`config.mk`:
```
export PLATFORM = sky130hd
export DESIGN_NAME = nmea_sentence_framer_unit
export DESIGN_NICKNAME = d
export VERILOG_FILES = /design/src/hw/rtl/nsf_pkg.sv /design/src/hw/rtl/nmea_sentence_framer_unit.sv /design/src/hw/rtl/nsf_core.sv
export SDC_FILE = /design/constraint.sdc
export NUM_CORES = 1
export LEC_CHECK = 0
export BUFFER_PORTS_ARGS = -buffer_cell sky130_fd_sc_hd__buf_4
export CORE_MARGIN = 3
export CORE_UTILIZATION = 45
export CTS_BUF_LIST = sky130_fd_sc_hd__clkbuf_4 sky130_fd_sc_hd__clkbuf_8 sky130_fd_sc_hd__clkbuf_16
export DETAILED_ROUTE_END_ITERATION = 7
export SLEW_MARGIN = 20
export SYNTH_ARGS = -nofsm -noshare
export SYNTH_HDL_FRONTEND = slang
export SYNTH_SLANG_ARGS = --single-unit
```
`constraint.sdc`:
```
create_clock -name i_clk -period 4.1 [get_ports i_clk]
set_clock_uncertainty 0.2 [all_clocks]
set_input_delay 0.82 -clock i_clk [delete_from_list [all_inputs] [get_ports i_clk]]
set_output_delay 0.82 -clock i_clk [all_outputs]
set_load 0.01 [all_outputs]
```
`src/hw/rtl/nsf_pkg.sv`:
```
// Shared types, constants and helpers for the NMEA sentence framer.
// Used by nsf_core and nmea_sentence_framer_unit; depends on nothing.
package nsf_pkg;

    localparam int POS_W   = 10;
    localparam int FIELD_W = 7;

    localparam logic [POS_W-1:0]   MAX_SENTENCE = POS_W'(1000);
    localparam logic [FIELD_W-1:0] MAX_FIELDS   = FIELD_W'(118);

    localparam logic [7:0] CH_DOLLAR = 8'h24;
    localparam logic [7:0] CH_STAR   = 8'h2A;
    localparam logic [7:0] CH_COMMA  = 8'h2C;
    localparam logic [7:0] CH_CR     = 8'h0D;
    localparam logic [7:0] CH_LF     = 8'h0A;

    // Sentence type codes as three ASCII characters.
    localparam logic [23:0] HDR_GGA = 24'h474741;
    localparam logic [23:0] HDR_RMC = 24'h524D43;
    localparam logic [23:0] HDR_GSV = 24'h475356;

    typedef enum logic [1:0] {
        KIND_NONE = 2'd0,
        KIND_GGA  = 2'd1,
        KIND_RMC  = 2'd2,
        KIND_GSV  = 2'd3
    } t_kind;

    typedef enum logic [2:0] {
        PH_HUNT    = 3'd0,
        PH_HEADER  = 3'd1,
        PH_BODY    = 3'd2,
        PH_CSUM_HI = 3'd3,
        PH_CSUM_LO = 3'd4,
        PH_CR      = 3'd5,
        PH_LF      = 3'd6
    } t_phase;

    typedef struct packed {
        logic [POS_W-1:0]   byte_pos;
        logic               in_sentence;
        logic               field_mark;
        logic [FIELD_W-1:0] field_number;
        logic               sentence_done;
        logic               checksum_bad;
        t_kind              sentence_kind;
        logic [POS_W-1:0]   sentence_length;
        logic [FIELD_W-1:0] field_total;
    } t_result;

    // Hex digit value; anything that is not a hex digit counts as zero.
    function automatic logic [3:0] hex_value(input logic [7:0] c);
        logic [3:0] v;
        v = 4'd0;
        if (c >= 8'h30 && c <= 8'h39) begin
            v = 4'(c - 8'h30);
        end else if (c >= 8'h41 && c <= 8'h46) begin
            v = 4'(c - 8'h37);
        end else if (c >= 8'h61 && c <= 8'h66) begin
            v = 4'(c - 8'h57);
        end
        return v;
    endfunction

endpackage

```
`src/hw/rtl/nmea_sentence_framer_unit.sv`:
```
// Top level of the NMEA 0183 sentence framer: input register, step core, result register.
// Depends on nsf_pkg and nsf_core.
//
//  channel | valid       | stall       | payload
//  --------+-------------+-------------+-------------------------------------------
//  in      | i_in_valid  | o_in_stall  | i_rx_byte
//  out     | o_out_valid | i_out_stall | o_byte_pos ... o_field_total (9 fields)
//
// One byte per cycle sustained while i_out_stall is low; the result of a transaction is
// loaded into the result register after acceptance and can be taken from there
// (input register, then result register).
// The framer state advances only when a byte moves from the input register
// into the result register, so stalls freeze the parser with nothing lost.
// A stalled result holds while the input register still takes one more byte.
// Reset (synchronous, active low) empties both registers and returns to hunting for '$'.
module nmea_sentence_framer_unit (
    input  logic                        i_clk,
    input  logic                        i_rst_n,
    input  logic                        i_in_valid,
    output logic                        o_in_stall,
    input  logic [7:0]                  i_rx_byte,
    output logic                        o_out_valid,
    input  logic                        i_out_stall,
    output logic [nsf_pkg::POS_W-1:0]   o_byte_pos,
    output logic                        o_in_sentence,
    output logic                        o_field_mark,
    output logic [nsf_pkg::FIELD_W-1:0] o_field_number,
    output logic                        o_sentence_done,
    output logic                        o_checksum_bad,
    output logic [1:0]                  o_sentence_kind,
    output logic [nsf_pkg::POS_W-1:0]   o_sentence_length,
    output logic [nsf_pkg::FIELD_W-1:0] o_field_total
);

    logic             r_in_valid;
    logic [7:0]       r_in_byte;
    logic             r_out_valid;
    nsf_pkg::t_result r_out;
    nsf_pkg::t_result step_res;
    logic             advance;
    logic             in_accept;

    // Advance a byte into the result register whenever that register is free
    // or being drained this cycle.
    assign advance    = r_in_valid && (!r_out_valid || !i_out_stall);
    assign o_in_stall = r_in_valid && !advance;
    assign in_accept  = i_in_valid && !o_in_stall;

    nsf_core u_core (
        .i_clk    (i_clk),
        .i_rst_n  (i_rst_n),
        .i_step   (advance),
        .i_byte   (r_in_byte),
        .o_result (step_res)
    );

    // Input register: hold the byte until the core consumes it.
    always_ff @(posedge i_clk) begin
        if (!i_rst_n) begin
            r_in_valid <= 1'b0;
        end else if (in_accept) begin
            r_in_valid <= 1'b1;
        end else if (advance) begin
            r_in_valid <= 1'b0;
        end
    end

    always_ff @(posedge i_clk) begin
        if (in_accept) begin
            r_in_byte <= i_rx_byte;
        end
    end

    // Result register: load on advance, drop once the transaction is taken.
    always_ff @(posedge i_clk) begin
        if (!i_rst_n) begin
            r_out_valid <= 1'b0;
        end else if (advance) begin
            r_out_valid <= 1'b1;
        end else if (!i_out_stall) begin
            r_out_valid <= 1'b0;
        end
    end

    always_ff @(posedge i_clk) begin
        if (advance) begin
            r_out <= step_res;
        end
    end

    assign o_out_valid       = r_out_valid;
    assign o_byte_pos        = r_out.byte_pos;
    assign o_in_sentence     = r_out.in_sentence;
    assign o_field_mark      = r_out.field_mark;
    assign o_field_number    = r_out.field_number;
    assign o_sentence_done   = r_out.sentence_done;
    assign o_checksum_bad    = r_out.checksum_bad;
    assign o_sentence_kind   = r_out.sentence_kind;
    assign o_sentence_length = r_out.sentence_length;
    assign o_field_total     = r_out.field_total;

endmodule

```
`src/hw/rtl/nsf_core.sv`:
```
// Framer state registers and per-byte step logic.
// Depends on nsf_pkg; instantiated by nmea_sentence_framer_unit.
module nsf_core (
    input  logic             i_clk,
    input  logic             i_rst_n,
    input  logic             i_step,
    input  logic [7:0]       i_byte,
    output nsf_pkg::t_result o_result
);

    nsf_pkg::t_phase                r_phase, n_phase;
    logic [nsf_pkg::POS_W-1:0]      r_byte_count, n_byte_count;
    logic [nsf_pkg::FIELD_W-1:0]    r_comma_count, n_comma_count;
    logic [7:0]                     r_running_xor, n_running_xor;
    logic [7:0]                     r_rcv_csum, n_rcv_csum;
    logic [15:0]                    r_header_chars, n_header_chars;
    nsf_pkg::t_kind                 r_kind, n_kind;

    nsf_pkg::t_phase                phase_eff;
    logic [nsf_pkg::POS_W-1:0]      pos;
    logic [nsf_pkg::FIELD_W-1:0]    comma_eff;
    logic [23:0]                    ahead;
    nsf_pkg::t_result               res;

    always_comb begin
        n_phase        = r_phase;
        n_comma_count  = r_comma_count;
        n_running_xor  = r_running_xor;
        n_rcv_csum     = r_rcv_csum;
        n_header_chars = r_header_chars;
        n_kind         = r_kind;
        phase_eff      = r_phase;
        comma_eff      = r_comma_count;
        pos            = r_byte_count;
        ahead          = {r_header_chars, i_byte};
        res            = '0;

        // Drop an overlong sentence before the byte is looked at.
        if (r_byte_count > nsf_pkg::MAX_SENTENCE) begin
            phase_eff = nsf_pkg::PH_HUNT;
            comma_eff = '0;
            pos       = '0;
        end
        n_phase       = phase_eff;
        n_comma_count = comma_eff;
        n_byte_count  = pos + nsf_pkg::POS_W'(1);
        res.byte_pos    = pos;
        res.in_sentence = 1'b1;

        unique case (phase_eff)
            nsf_pkg::PH_HUNT: begin
                if (i_byte == nsf_pkg::CH_DOLLAR) begin
                    n_phase       = nsf_pkg::PH_HEADER;
                    n_running_xor = '0;
                end else begin
                    n_byte_count    = '0;
                    res.in_sentence = 1'b0;
                end
            end
            nsf_pkg::PH_HEADER: begin
                if (pos == nsf_pkg::POS_W'(3)) begin
                    n_header_chars = {i_byte, r_header_chars[7:0]};
                end else if (pos == nsf_pkg::POS_W'(4)) begin
                    n_header_chars = {r_header_chars[15:8], i_byte};
                end
                if (pos == nsf_pkg::POS_W'(5)) begin
                    if (ahead == nsf_pkg::HDR_GGA || ahead == nsf_pkg::HDR_RMC ||
                        ahead == nsf_pkg::HDR_GSV) begin
                        n_phase       = nsf_pkg::PH_BODY;
                        n_running_xor = r_running_xor ^ i_byte;
                        if (ahead == nsf_pkg::HDR_GGA) begin
                            n_kind = nsf_pkg::KIND_GGA;
                        end else if (ahead == nsf_pkg::HDR_RMC) begin
                            n_kind = nsf_pkg::KIND_RMC;
                        end else begin
                            n_kind = nsf_pkg::KIND_GSV;
                        end
                    end else begin
                        n_phase         = nsf_pkg::PH_HUNT;
                        n_byte_count    = '0;
                        n_comma_count   = '0;
                        res.in_sentence = 1'b0;
                    end
                end else begin
                    n_running_xor = r_running_xor ^ i_byte;
                end
            end
            nsf_pkg::PH_BODY: begin
                if (i_byte == nsf_pkg::CH_STAR) begin
                    n_phase    = nsf_pkg::PH_CSUM_HI;
                    n_rcv_csum = '0;
                end else begin
                    n_running_xor = r_running_xor ^ i_byte;
                    if (i_byte == nsf_pkg::CH_COMMA) begin
                        n_comma_count = comma_eff + nsf_pkg::FIELD_W'(1);
                        if (n_comma_count > nsf_pkg::MAX_FIELDS) begin
                            n_phase         = nsf_pkg::PH_HUNT;
                            n_byte_count    = '0;
                            n_comma_count   = '0;
                            res.in_sentence = 1'b0;
                        end else begin
                            res.field_mark   = 1'b1;
                            res.field_number = comma_eff;
                        end
                    end
                end
            end
            nsf_pkg::PH_CSUM_HI: begin
                n_rcv_csum = {nsf_pkg::hex_value(i_byte), 4'h0};
                n_phase    = nsf_pkg::PH_CSUM_LO;
            end
            nsf_pkg::PH_CSUM_LO: begin
                n_rcv_csum = r_rcv_csum + {4'h0, nsf_pkg::hex_value(i_byte)};
                n_phase    = nsf_pkg::PH_CR;
            end
            nsf_pkg::PH_CR: begin
                if (i_byte == nsf_pkg::CH_CR) begin
                    n_phase = nsf_pkg::PH_LF;
                end else begin
                    n_phase         = nsf_pkg::PH_HUNT;
                    n_byte_count    = '0;
                    n_comma_count   = '0;
                    res.in_sentence = 1'b0;
                end
            end
            default: begin
                // LF slot: close the sentence either way.
                n_phase       = nsf_pkg::PH_HUNT;
                n_byte_count  = '0;
                n_comma_count = '0;
                if (i_byte == nsf_pkg::CH_LF) begin
                    res.sentence_done   = (r_running_xor == r_rcv_csum);
                    res.checksum_bad    = (r_running_xor != r_rcv_csum);
                    res.sentence_kind   = r_kind;
                    res.sentence_length = pos + nsf_pkg::POS_W'(1);
                    res.field_total     = comma_eff;
                end else begin
                    res.in_sentence = 1'b0;
                end
            end
        endcase
    end

    assign o_result = res;

    always_ff @(posedge i_clk) begin
        if (!i_rst_n) begin
            r_phase       <= nsf_pkg::PH_HUNT;
            r_byte_count  <= '0;
            r_comma_count <= '0;
            r_running_xor <= '0;
            r_rcv_csum    <= '0;
            r_kind        <= nsf_pkg::KIND_NONE;
        end else if (i_step) begin
            r_phase       <= n_phase;
            r_byte_count  <= n_byte_count;
            r_comma_count <= n_comma_count;
            r_running_xor <= n_running_xor;
            r_rcv_csum    <= n_rcv_csum;
            r_kind        <= n_kind;
        end
    end

    always_ff @(posedge i_clk) begin
        if (i_step) begin
            r_header_chars <= n_header_chars;
        end
    end

endmodule
```
==> out/metrics.yaml, run 1 <==
cts_max_level: 3
insertion_delay_ns: 0.35
postSynth.topFlopCell: "sky130_fd_sc_hd__edfxtp_1"
powerDensity_mw_per_mm2: 346
core_rows: 39
holdPathEnd: "u_core.r_comma_count[0]"
final.period_utilization: 0.934
diodes: 0
fin_hold_ws_ns: 0.286
setup-tns-final_ns: 0
transition_time_at_the_pin_with_the_least_slew_margin_ns: 1.08
r2r_cells: 11
relSlewSlack: 0.282
grt_setup_unrepaired: "false"
synth_async_sr_flop_share: 0
max_clock_freq_mhz: 261
synth-warning-count: 0
finalWeightedCongestion: 0.891
post-route-min-period_ns: 3.83
vias: 4101
drt_drc_violations_left: 0
first_pass_grt_wire_length_um: 19600
chipHeight_um: 115
post_cts.resized_instances: 0
cts.reportedPaths.clkPinSlew_ns: 0.07
post-synth-top-count-cell: "sky130_fd_sc_hd__edfxtp_1"
port_buffers: 53
cts_made_buffers: 9
timing_worst_setup_path_type: "reg2reg"
drtIter0Drc: 246
fp.dieArea_mm2: 0.0132
gr-usage-all-layers: 0.187
post-synth-top-area-cell: "sky130_fd_sc_hd__edfxtp_1"
synth.ff_latch_count: 104
post-route-util: 0.534
number_of_antenna_violations_at_the_first_check_in_global_routing: 0
clock-sinks: 104
endpoint_kind: "register"
post_synth_main_area_contributors: "sky130_fd_sc_hd__edfxtp_1 (36%), sky130_fd_sc_hd__dfxtp_1 (15%), sky130_fd_sc_hd__ha_1 (3.3%)"
max_cap_violations: 0
overflow: 0
max-clock-path-buffers: 2
tritoncts: "built"
worstSetupStartpointType: "register"
synth_largest_type_area_fraction: 0.360
syn_inst: 521
avgViaCountPerCell: 5.74
dp_slack_ns: 0.318
final_layout_size_suffix_gt1_frac: 0.158
hold_class: "reg2reg"
hpwl_um: 8370
yosysUniqueCellTypes: 68
critPathRequiredTime_ns: 3.99
worstHoldStart: "u_core.r_comma_count[0]"
synth_seq_area_share: 0.510
cts.hold.buffers_added: 0
finalWirelength_um: 11600
path_max_fanout: 10
synth_nets: 548
floorplan.core_area_mm2: 0.0115
timing.critical_path.arrival_ns: 3.72
first_global_vias: 3842
synth_top_cells_by_count: "sky130_fd_sc_hd__edfxtp_1 (64), sky130_fd_sc_hd__nand2_1 (46), sky130_fd_sc_hd__dfxtp_1 (40)"
r2r_slack_ns: 0.27
hold_viol: 0
die_width_um: 115
static-leakage-power_nw: 2.37
num_io_pins: 54
clk_root_buffer_cell: "sky130_fd_sc_hd__clkbuf_16"
largest_net_degree_at_the_start_of_global_routing: 34
cts_post_setup_buffers_inserted: 0
worst_hold_path.num_cells: 2
synth_area_per_cell_um2: 10.3
reg_to_reg_critical_path_endpoint: "o_in_sentence"
avgRoutedWirePerCell_um: 16.3
maxSlewViolCount: 0
run_status: "finished, final reports clean"
crit-reg2reg-launch: "u_core.r_byte_count[5]"
area_delta_synth_final_pct: 15.0
drt.antenna.violating_nets: 0
synth.cell_area_mm2: 0.00534
synth-edff-count: 64
firstDrtPassIters: 5
postLayoutSetupSlackWorst_ns: 0.271
design.final.nets: 593
initial_utilization: 0.464
vdd.ir_drop.worst_mv: 0.286
setup_viol: 0
-- layer usage --
metal	share of wire	global-route usage	vias to the layer above
met2	0.47	0.306	118
met4	0.017	0.0673	0
met3	0.056	0.0384	14
met5	0	0	-
li1	-	-	2026
met1	0.46	0.247	1943
-- cell usage in the layout (no fill, tap or decap), types with 6 or more instances in the layout --
cell / instances
sky130_fd_sc_hd__a21oi_1: 16
sky130_fd_sc_hd__a31oi_1: 6
sky130_fd_sc_hd__a32o_1: 9
sky130_fd_sc_hd__and2_1: 22
sky130_fd_sc_hd__and3_1: 9
sky130_fd_sc_hd__buf_4: 61
sky130_fd_sc_hd__clkbuf_16: 9
sky130_fd_sc_hd__dfxtp_1: 40
sky130_fd_sc_hd__edfxtp_1: 64
sky130_fd_sc_hd__ha_1: 14
sky130_fd_sc_hd__inv_1: 20
sky130_fd_sc_hd__nand2_1: 46
sky130_fd_sc_hd__nand2b_1: 6
sky130_fd_sc_hd__nand3_1: 22
sky130_fd_sc_hd__nand4_1: 8
sky130_fd_sc_hd__nor2_1: 36
sky130_fd_sc_hd__nor2b_1: 11
sky130_fd_sc_hd__nor3_1: 13
sky130_fd_sc_hd__nor3b_1: 9
sky130_fd_sc_hd__o21ai_0: 34
sky130_fd_sc_hd__xnor2_1: 15
-- per-stage QoR --
step                instance area (µm²)  instances  power, mW
floorplan                          5340        521       1.24
global placement                   5840        698       1.30
detailed placement                 5840        698       1.30
CTS                                6140        714       2.15
global route                       6140        714       2.21
finish                             6140        714       2.13
-- how the worst max path moves through the flow --
stage / start / to / slack (ns) / cells after the start
6_report: u_core.r_byte_count[5] / o_in_sentence / 0.27 / 11
3_3_place_gp: u_core.r_byte_count[4] / o_in_sentence / 0.41 / 11
2_1_floorplan: u_core.r_byte_count[5] / o_in_sentence / 0.57 / 15
5_1_grt: u_core.r_byte_count[5] / o_in_sentence / 0.0008 / 11
3_5_place_dp: u_core.r_byte_count[5] / o_in_sentence / 0.32 / 11
4_1_cts: u_core.r_byte_count[5] / o_in_sentence / 0.29 / 11
-- area by class of cell --
cell class | count | area [µm²]
Clock buffer | 9 | 225
Fill cell | 1072 | 5370
Clock inverter | 7 | 70.1
Inverter | 21 | 78.8
Multi-Input combinational cell | 369 | 2410
Sequential cell | 104 | 2720
Timing Repair Buffer | 61 | 458
Tap cell | 143 | 179
-- critical path, cell delays in order (launching register included) --
cell and delay (ns):
sky130_fd_sc_hd__dfxtp_1 0.49, sky130_fd_sc_hd__nand3_1 0.22, sky130_fd_sc_hd__a211o_1 0.41, sky130_fd_sc_hd__nand2_1 0.19
sky130_fd_sc_hd__inv_1 0.07, sky130_fd_sc_hd__ha_1 0.26, sky130_fd_sc_hd__xnor2_1 0.15, sky130_fd_sc_hd__nor3b_1 0.18
sky130_fd_sc_hd__o2111a_1 0.33, sky130_fd_sc_hd__a31oi_1 0.14, sky130_fd_sc_hd__or4_1 0.70, sky130_fd_sc_hd__nand2b_1 0.22
-- cells by family after synthesis --
group	synth area share
buf+inv	0.0398
xor+xnor	0.0328
fa+ha+maj	0.0365
simple gates	0.218
compound gates	0.159
flops	0.510
mux	0.00398
-- power by group --
group | switching [mW] | leakage (nW) | internal [mW] | total (mW)
combinational | 0.0715 | 1.30 | 0.0518 | 0.123
clock | 0.381 | 0.147 | 0.473 | 0.854
sequential | 0.0183 | 0.922 | 1.13 | 1.15
total | 0.471 | 2.37 | 1.66 | 2.13
-- state kept, by name, indices dropped and copies added (netlist names) --
name                   count
o_sentence_length         10
o_byte_pos                10
u_core.r_rcv_csum          8
o_out_valid                1
o_in_sentence              1
u_core.r_comma_count       7
r_in_byte                  8
o_sentence_kind            2
o_checksum_bad             1
r_in_valid                 1
o_field_number             7
u_core.r_byte_count       10
o_sentence_done            1
o_field_total              7
u_core.r_header_chars     16
o_field_mark               1
u_core.r_phase             3
u_core.r_kind              2
u_core.r_running_xor       8
(Power assumes the default switching activity.)
==> run 2, diff against run 1 <==
--- a/config.mk
+++ b/config.mk
@@ -7,7 +7,7 @@
 export LEC_CHECK = 0
 export BUFFER_PORTS_ARGS = -buffer_cell sky130_fd_sc_hd__buf_4
 export CORE_MARGIN = 3
-export CORE_UTILIZATION = 45
+export CORE_UTILIZATION = 44
 export CTS_BUF_LIST = sky130_fd_sc_hd__clkbuf_4 sky130_fd_sc_hd__clkbuf_8 sky130_fd_sc_hd__clkbuf_16
 export DETAILED_ROUTE_END_ITERATION = 7
 export SLEW_MARGIN = 20
==> out/metrics.yaml, run 2 (same netlist as run 1, synthesis figures left out) <==
first_pass_grt_wire_length_um: 19200  # -2.2%
avgViaCountPerCell: 5.77  # +0.44%
slowest_stage: "sky130_fd_sc_hd__or4_1"
final_layout_size_suffix_gt1_frac: 0.159  # +0.00147
critPathCapture: "o_in_sentence"
finalWeightedCongestion: 0.862  # -3.3%
timing.critical_path.depth: 11  # unchanged
core_rows: 39  # unchanged
cts.reportedPaths.clkPinSlew_ns: 0.07  # about the same
postLayoutSetupSlackWorst_ns: 0.253  # -0.0178 ns
relSlewSlack: 0.335  # +0.0534
cts_max_level: 3  # unchanged
hold_viol: 0  # unchanged
vias: 4125  # +0.59%
vdd.ir_drop.worst_mv: 0.260  # -9.0%
static-leakage-power_nw: 2.39  # +1.1%
critical_path.startpoint: "u_core.r_byte_count[4]"
largest_net_degree_at_the_start_of_global_routing: 47  # +38%
overflow: 0  # unchanged
cts_post_setup_buffers_inserted: 0  # unchanged
run_status: "finished, final reports clean"
setup-tns-final_ns: 0  # unchanged
num_io_pins: 54  # unchanged
layoutNonFillerInstCount: 715  # +0.14%
setup_viol: 0  # unchanged
final_common_cell: "sky130_fd_sc_hd__edfxtp_1"
initial_utilization: 0.458  # -0.00582
area_delta_synth_final_pct: 16.1
number_of_antenna_violations_at_the_first_check_in_global_routing: 0  # unchanged
maxSlewViolCount: 0  # unchanged
finalWirelength_um: 11800  # +1.4%
reg_to_reg_critical_path_endpoint: "o_in_sentence"
final.period_utilization: 0.938  # +0.00435
design.final.nets: 594  # +0.17%
worstSetupStartpointType: "register"
floorplan.core_area_mm2: 0.0117  # +1.3%
post-route-min-period_ns: 3.85  # +0.0178 ns
cp_num_buf_inv: 1  # unchanged
cpLargestDelayFamily: "simple AND/OR/NAND/NOR gates"
clock-sinks: 104  # unchanged
drtIter0Drc: 201  # -18%
drt_drc_violations_left: 0  # unchanged
post_cts.resized_instances: 0  # unchanged
endpoint_kind: "register"
biggest_cell_delay_along_the_critical_path_ns: 0.68  # -0.02 ns
report.power.total_mw: 2.26  # +6.1%
timing.critical_path.arrival_ns: 3.72  # about the same
layout_common_cells: "sky130_fd_sc_hd__edfxtp_1 (64), sky130_fd_sc_hd__buf_4 (62), sky130_fd_sc_hd__nand2_1 (46)"
insertion_delay_ns: 0.34  # about the same
r2r_slack_ns: 0.25  # -0.02 ns
clkPwrFrac: 0.436  # +0.035
gr-usage-all-layers: 0.179  # -0.00823
drt.antenna.violating_nets: 0  # unchanged
cellInternalPower_mw: 1.80  # +8.4%
hpwl_um: 8500  # +1.5%
r2r_cells: 11  # unchanged
transition_time_at_the_pin_with_the_least_slew_margin_ns: 0.995  # -0.0800 ns
nFillCells: 1066  # -0.56%
tritoncts: "built"
port_buffers: 53  # unchanged
first_global_vias: 3852  # +0.26%
fin_hold_ws_ns: 0.297  # +0.0104 ns
chipHeight_um: 116  # +1.1%
hold_class: "reg2reg"
diodes: 0  # unchanged
sw_frac_of_total: 0.204  # -0.0171
flip_flop_count_of_the_largest_register_all_copies_and_words_added: 16  # unchanged
crit_path_cell_trace: "o211ai_1, a211o_1, nand2_1, inv_1, ha_1, xnor2_1, nor3b_1, o2111a_1, a31oi_1, or4_1, nand2b_1"
max_clock_freq_mhz: 260  # -0.46%
power.combinational.fraction: 0.055  # -0.003
path_max_fanout: 11  # +1
clk_root_buffer_cell: "sky130_fd_sc_hd__clkbuf_16"
timing_worst_setup_path_type: "reg2reg"
cts_made_buffers: 9  # unchanged
powerDensity_mw_per_mm2: 364  # +5.1%
placed_cell_area_mm2: 0.00585  # +0.13%
top_register: "u_core.r_header_chars"
fp.dieArea_mm2: 0.0135  # +2.2%
cts.hold.buffers_added: 0  # unchanged
grt_setup_unrepaired: "false"
crit-reg2reg-launch: "u_core.r_byte_count[4]"
avgRoutedWirePerCell_um: 16.5  # +1.2%
firstDrtPassIters: 5  # unchanged
post-route-util: 0.532  # -0.00176
dp.cells: 699  # +0.14%
switching_power_uw: 461  # -2.1%
fin_area_mm2: 0.00620  # +0.94%
critPathRequiredTime_ns: 3.98  # about the same
max-clock-path-buffers: 2  # unchanged
max_cap_violations: 0  # unchanged
die_width_um: 116  # +1.1%
pwr-share-seq: 0.509  # -0.032
dp_slack_ns: 0.292  # -0.0265 ns
run 2: changes by cell type in the layout (fill, tap and decap cells not counted):
cell                        previous run  this run
sky130_fd_sc_hd__buf_4                61        62
sky130_fd_sc_hd__inv_8                 0         1
sky130_fd_sc_hd__bufinv_16             1         3
sky130_fd_sc_hd__clkbuf_4              0         2
sky130_fd_sc_hd__clkinv_4              2         0
sky130_fd_sc_hd__clkinv_2              2         0
sky130_fd_sc_hd__inv_6                 1         0
run 2: worst min-delay path by stage:
stage | depth (start not counted) | start | slack, ns | end
after floorplan | 0 | r_in_byte[5] | 0.22 | u_core.r_header_chars[5]
after global placement | 2 | u_core.r_comma_count[0] | 0.28 | u_core.r_comma_count[0]
after detailed placement | 2 | u_core.r_comma_count[0] | 0.28 | u_core.r_comma_count[0]
after CTS | 2 | u_core.r_comma_count[0] | 0.30 | u_core.r_comma_count[0]
after global routing | 2 | u_core.r_comma_count[0] | 0.32 | u_core.r_comma_count[0]
final | 2 | u_core.r_comma_count[0] | 0.30 | u_core.r_comma_count[0]
run 2: tightest hold or removal path, stage by stage, from the launching register on:
cell and delay [ns]:
sky130_fd_sc_hd__dfxtp_1 0.33, sky130_fd_sc_hd__inv_1 0.06, sky130_fd_sc_hd__o32ai_1 0.06
run 2: cell type report:
cell class / instances / area [µm²] / share of cell area
Clock buffer: 11 / 240 / 0.0387
Sequential cell: 104 / 2720 / 0.439
Inverter: 21 / 78.8 / 0.0127
Tap cell: 143 / 179 / 0.0288
Multi-Input combinational cell: 369 / 2410 / 0.389
Timing Repair Buffer: 62 / 465 / 0.0750
Clock inverter: 5 / 105 / 0.0169
run 2: power groups by stage:
stage	clock [mW]	combinational [mW]	sequential, mW
6_report	0.984	0.124	1.15
5_1_grt	1.05	0.137	1.15
4_1_cts	1.00	0.125	1.15
3_5_place_dp	0	0.125	1.17
3_3_place_gp	0	0.124	1.17
2_1_floorplan	0	0.0597	1.18
run 2: metal layers:
| layer | global-route usage | wire length, µm | vias up |
|---|---|---|---|
| li1 | - | - | 2011 |
| met2 | 0.305 | 5730 | 132 |
| met1 | 0.229 | 5280 | 1968 |
| met3 | 0.0399 | 641 | 14 |
| met5 | 0 | 0 | - |
| met4 | 0.0510 | 140 | 0 |
==> run 3, diff against run 2 <==
--- a/config.mk
+++ b/config.mk
@@ -13,4 +13,5 @@
 export SLEW_MARGIN = 20
 export SYNTH_ARGS = -nofsm -noshare
 export SYNTH_HDL_FRONTEND = slang
+export SYNTH_HIERARCHICAL = 1
 export SYNTH_SLANG_ARGS = --single-unit
==> out/metrics.yaml, run 3 <==
run_status: "finished, final reports clean"
chipHeight_um: 115  # -0.68%
syn_inst: 500  # -4.0%
postSynth.topFlopCell: "sky130_fd_sc_hd__edfxtp_1"
static-leakage-power_nw: 2.42  # +0.94%
flip_flop_count_of_the_largest_register_all_copies_and_words_added: 16  # unchanged
area_delta_synth_final_pct: 16.2  # about the same
powerDensity_mw_per_mm2: 353  # -3.0%
endpoint_kind: "register"
port_buffers: 53  # unchanged
max_clock_freq_mhz: 265  # +1.9%
path_max_fanout: 9  # -2
post_cts.resized_instances: 0  # unchanged
die_width_um: 115  # -0.68%
design.final.nets: 576  # -3.0%
cts_post_setup_buffers_inserted: 0  # unchanged
report.power.total_mw: 2.16  # -4.3%
gr-usage-all-layers: 0.180  # +0.00114
drt_drc_violations_left: 0  # unchanged
max-clock-path-buffers: 2  # unchanged
hpwl_um: 7860  # -7.5%
synth_async_sr_flop_share: 0  # unchanged
synth_nets: 527  # -3.8%
finalWeightedCongestion: 0.911  # +5.7%
grt_setup_unrepaired: "false"
critPathRequiredTime_ns: 4.14  # +0.16 ns
max_cap_violations: 0  # unchanged
clk_root_buffer_cell: "sky130_fd_sc_hd__clkbuf_16"
firstDrtPassIters: 4  # -1
setup_viol: 0  # unchanged
top_register: "u_core/r_header_chars"
vias: 3896  # -5.6%
multiInputGateArea_mm2: 0.00236  # -2.0%
drtIter0Drc: 240  # +19%
number_of_antenna_violations_at_the_first_check_in_global_routing: 0  # unchanged
layout_common_cells: "sky130_fd_sc_hd__buf_4 (64), sky130_fd_sc_hd__edfxtp_1 (64), sky130_fd_sc_hd__dfxtp_1 (40)"
setup-tns-final_ns: 0  # unchanged
fin_hold_ws_ns: 0.272  # -0.0244 ns
clock-sinks: 104  # unchanged
synth_area_per_cell_um2: 10.5  # +2.7%
synth_seq_area_share: 0.517  # +0.00739
fp.dieArea_mm2: 0.0133  # -1.4%
synth_top_cells_by_count: "sky130_fd_sc_hd__edfxtp_1 (64), sky130_fd_sc_hd__dfxtp_1 (40), sky130_fd_sc_hd__nand2_1 (36)"
initial_utilization: 0.455  # -0.00273
hold_class: "reg2reg"
post-route-min-period_ns: 3.78  # -0.0716 ns
avgRoutedWirePerCell_um: 16.3  # -1.5%
synth.ff_latch_count: 104  # unchanged
core_rows: 39  # unchanged
floorplan.core_area_mm2: 0.0116  # -0.84%
post-route-util: 0.529  # -0.00287
synth-edff-count: 64  # unchanged
timing_worst_setup_path_type: "reg2reg"
timing.critical_path.arrival_ns: 3.82  # +0.10 ns
maxSlewViolCount: 0  # unchanged
vdd.ir_drop.worst_mv: 0.246  # -5.6%
first_pass_grt_wire_length_um: 18900  # -1.7%
num_io_pins: 54  # unchanged
post-synth-top-area-cell: "sky130_fd_sc_hd__edfxtp_1"
overflow: 0  # unchanged
cts.hold.buffers_added: 0  # unchanged
synth.cell_area_mm2: 0.00527  # -1.4%
relSlewSlack: 0.442  # +0.107
diodes: 0  # unchanged
cts_max_level: 3  # unchanged
hold_viol: 0  # unchanged
first_global_vias: 3841  # -0.29%
sequential_cell_area_mm2: 0.00272  # unchanged
post_synth_main_area_contributors: "sky130_fd_sc_hd__edfxtp_1 (37%), sky130_fd_sc_hd__dfxtp_1 (15%), sky130_fd_sc_hd__and2_1 (3.4%)"
nFillCells: 1038  # -2.6%
avgViaCountPerCell: 5.59  # -3.1%
cts.reportedPaths.clkPinSlew_ns: 0.07  # about the same
synth-warning-count: 6  # +6
insertion_delay_ns: 0.35  # about the same
synth_largest_type_area_fraction: 0.365  # +0.00522
cts_made_buffers: 9  # unchanged
largest_net_degree_at_the_start_of_global_routing: 39  # -17%
dp.cells: 681  # -2.6%
drt.antenna.violating_nets: 0  # unchanged
layoutNonFillerInstCount: 697  # -2.5%
tritoncts: "built"
post-synth-top-count-cell: "sky130_fd_sc_hd__edfxtp_1"
yosysUniqueCellTypes: 70  # +2.9%
finalWirelength_um: 11300  # -3.9%
worstSetupStartpointType: "register"
transition_time_at_the_pin_with_the_least_slew_margin_ns: 0.826  # -0.170 ns
final_layout_size_suffix_gt1_frac: 0.170  # +0.0106
final.period_utilization: 0.921  # -0.0175
-- run 3: cell types whose count changed after synthesis, sizes merged, moves of 5 or more --
cell,previous run,this run
xnor2,15,6
nor2b,11,19
and2,24,29
nor3,15,6
nor2,36,26
nand2,46,36
xor2,5,13
-- run 3: area by class of cell --
type	instances	area share
sequential	104	0.445
inverter	20	0.0123
multi-input combinational	350	0.386
clock inverter	3	0.00695
tap	143	0.0292
clock buffer	13	0.0417
timing repair buffer	64	0.0785
-- run 3: metrics by stage --
step	worst slack (ns)	area, µm²
2_1_floorplan	0.507	5270
5_1_grt	0.123	6120
3_5_place_dp	0.438	5820
4_1_cts	0.365	6120
3_3_place_gp	0.581	5820
6_report	0.325	6120
-- run 3: where the power goes --
group | switching, mW | total [mW] | internal [mW]
sequential | 0.0195 | 1.15 | 1.13
combinational | 0.0784 | 0.138 | 0.0597
clock | 0.368 | 0.870 | 0.501
total | 0.466 | 2.16 | 1.69
-- run 3: cells by family after synthesis --
family / Yosys count / share of synthesized area
flip-flops: 104 / 0.517
AO/OA/AOI/OAI: 115 / 0.152
buffers and inverters: 46 / 0.0364
adder cells (fa/ha/maj): 15 / 0.0371
multiplexers: 5 / 0.00951
XOR/XNOR: 19 / 0.0316
AND/OR/NAND/NOR: 196 / 0.216
-- run 3: metal layers --
layer,vias to the layer above,global-route usage,part of all wire
li1,1955,-,-
met1,1846,0.231,0.47
met2,81,0.298,0.48
met3,14,0.0342,0.037
met4,0,0.0775,0.019
met5,-,0,0
-- run 3: worst paths after layout --
check	endpoint	slack [ns]	cells after the start	from
worst min register to register	u_core/r_kind[0]	0.27	2	u_core/r_kind[0]
worst max-delay path	u_core/r_rcv_csum[5]	0.32	12	r_in_byte[4]
worst min-delay path	u_core/r_kind[0]	0.27	2	u_core/r_kind[0]
worst max register to register	u_core/r_rcv_csum[5]	0.32	12	r_in_byte[4]
-- run 3: worst max-delay path: stages, from the launching register on --
cell,delay [ns]
sky130_fd_sc_hd__edfxtp_1,0.50
sky130_fd_sc_hd__or4b_2,0.75
sky130_fd_sc_hd__a311oi_1,0.49
sky130_fd_sc_hd__a22oi_1,0.25
sky130_fd_sc_hd__inv_1,0.12
sky130_fd_sc_hd__ha_1,0.23
sky130_fd_sc_hd__a21o_1,0.16
sky130_fd_sc_hd__a21oi_1,0.24
sky130_fd_sc_hd__nor2b_1,0.09
sky130_fd_sc_hd__o21ai_0,0.25
sky130_fd_sc_hd__o32ai_1,0.12
sky130_fd_sc_hd__a22oi_1,0.21
sky130_fd_sc_hd__nor2b_1,0.06
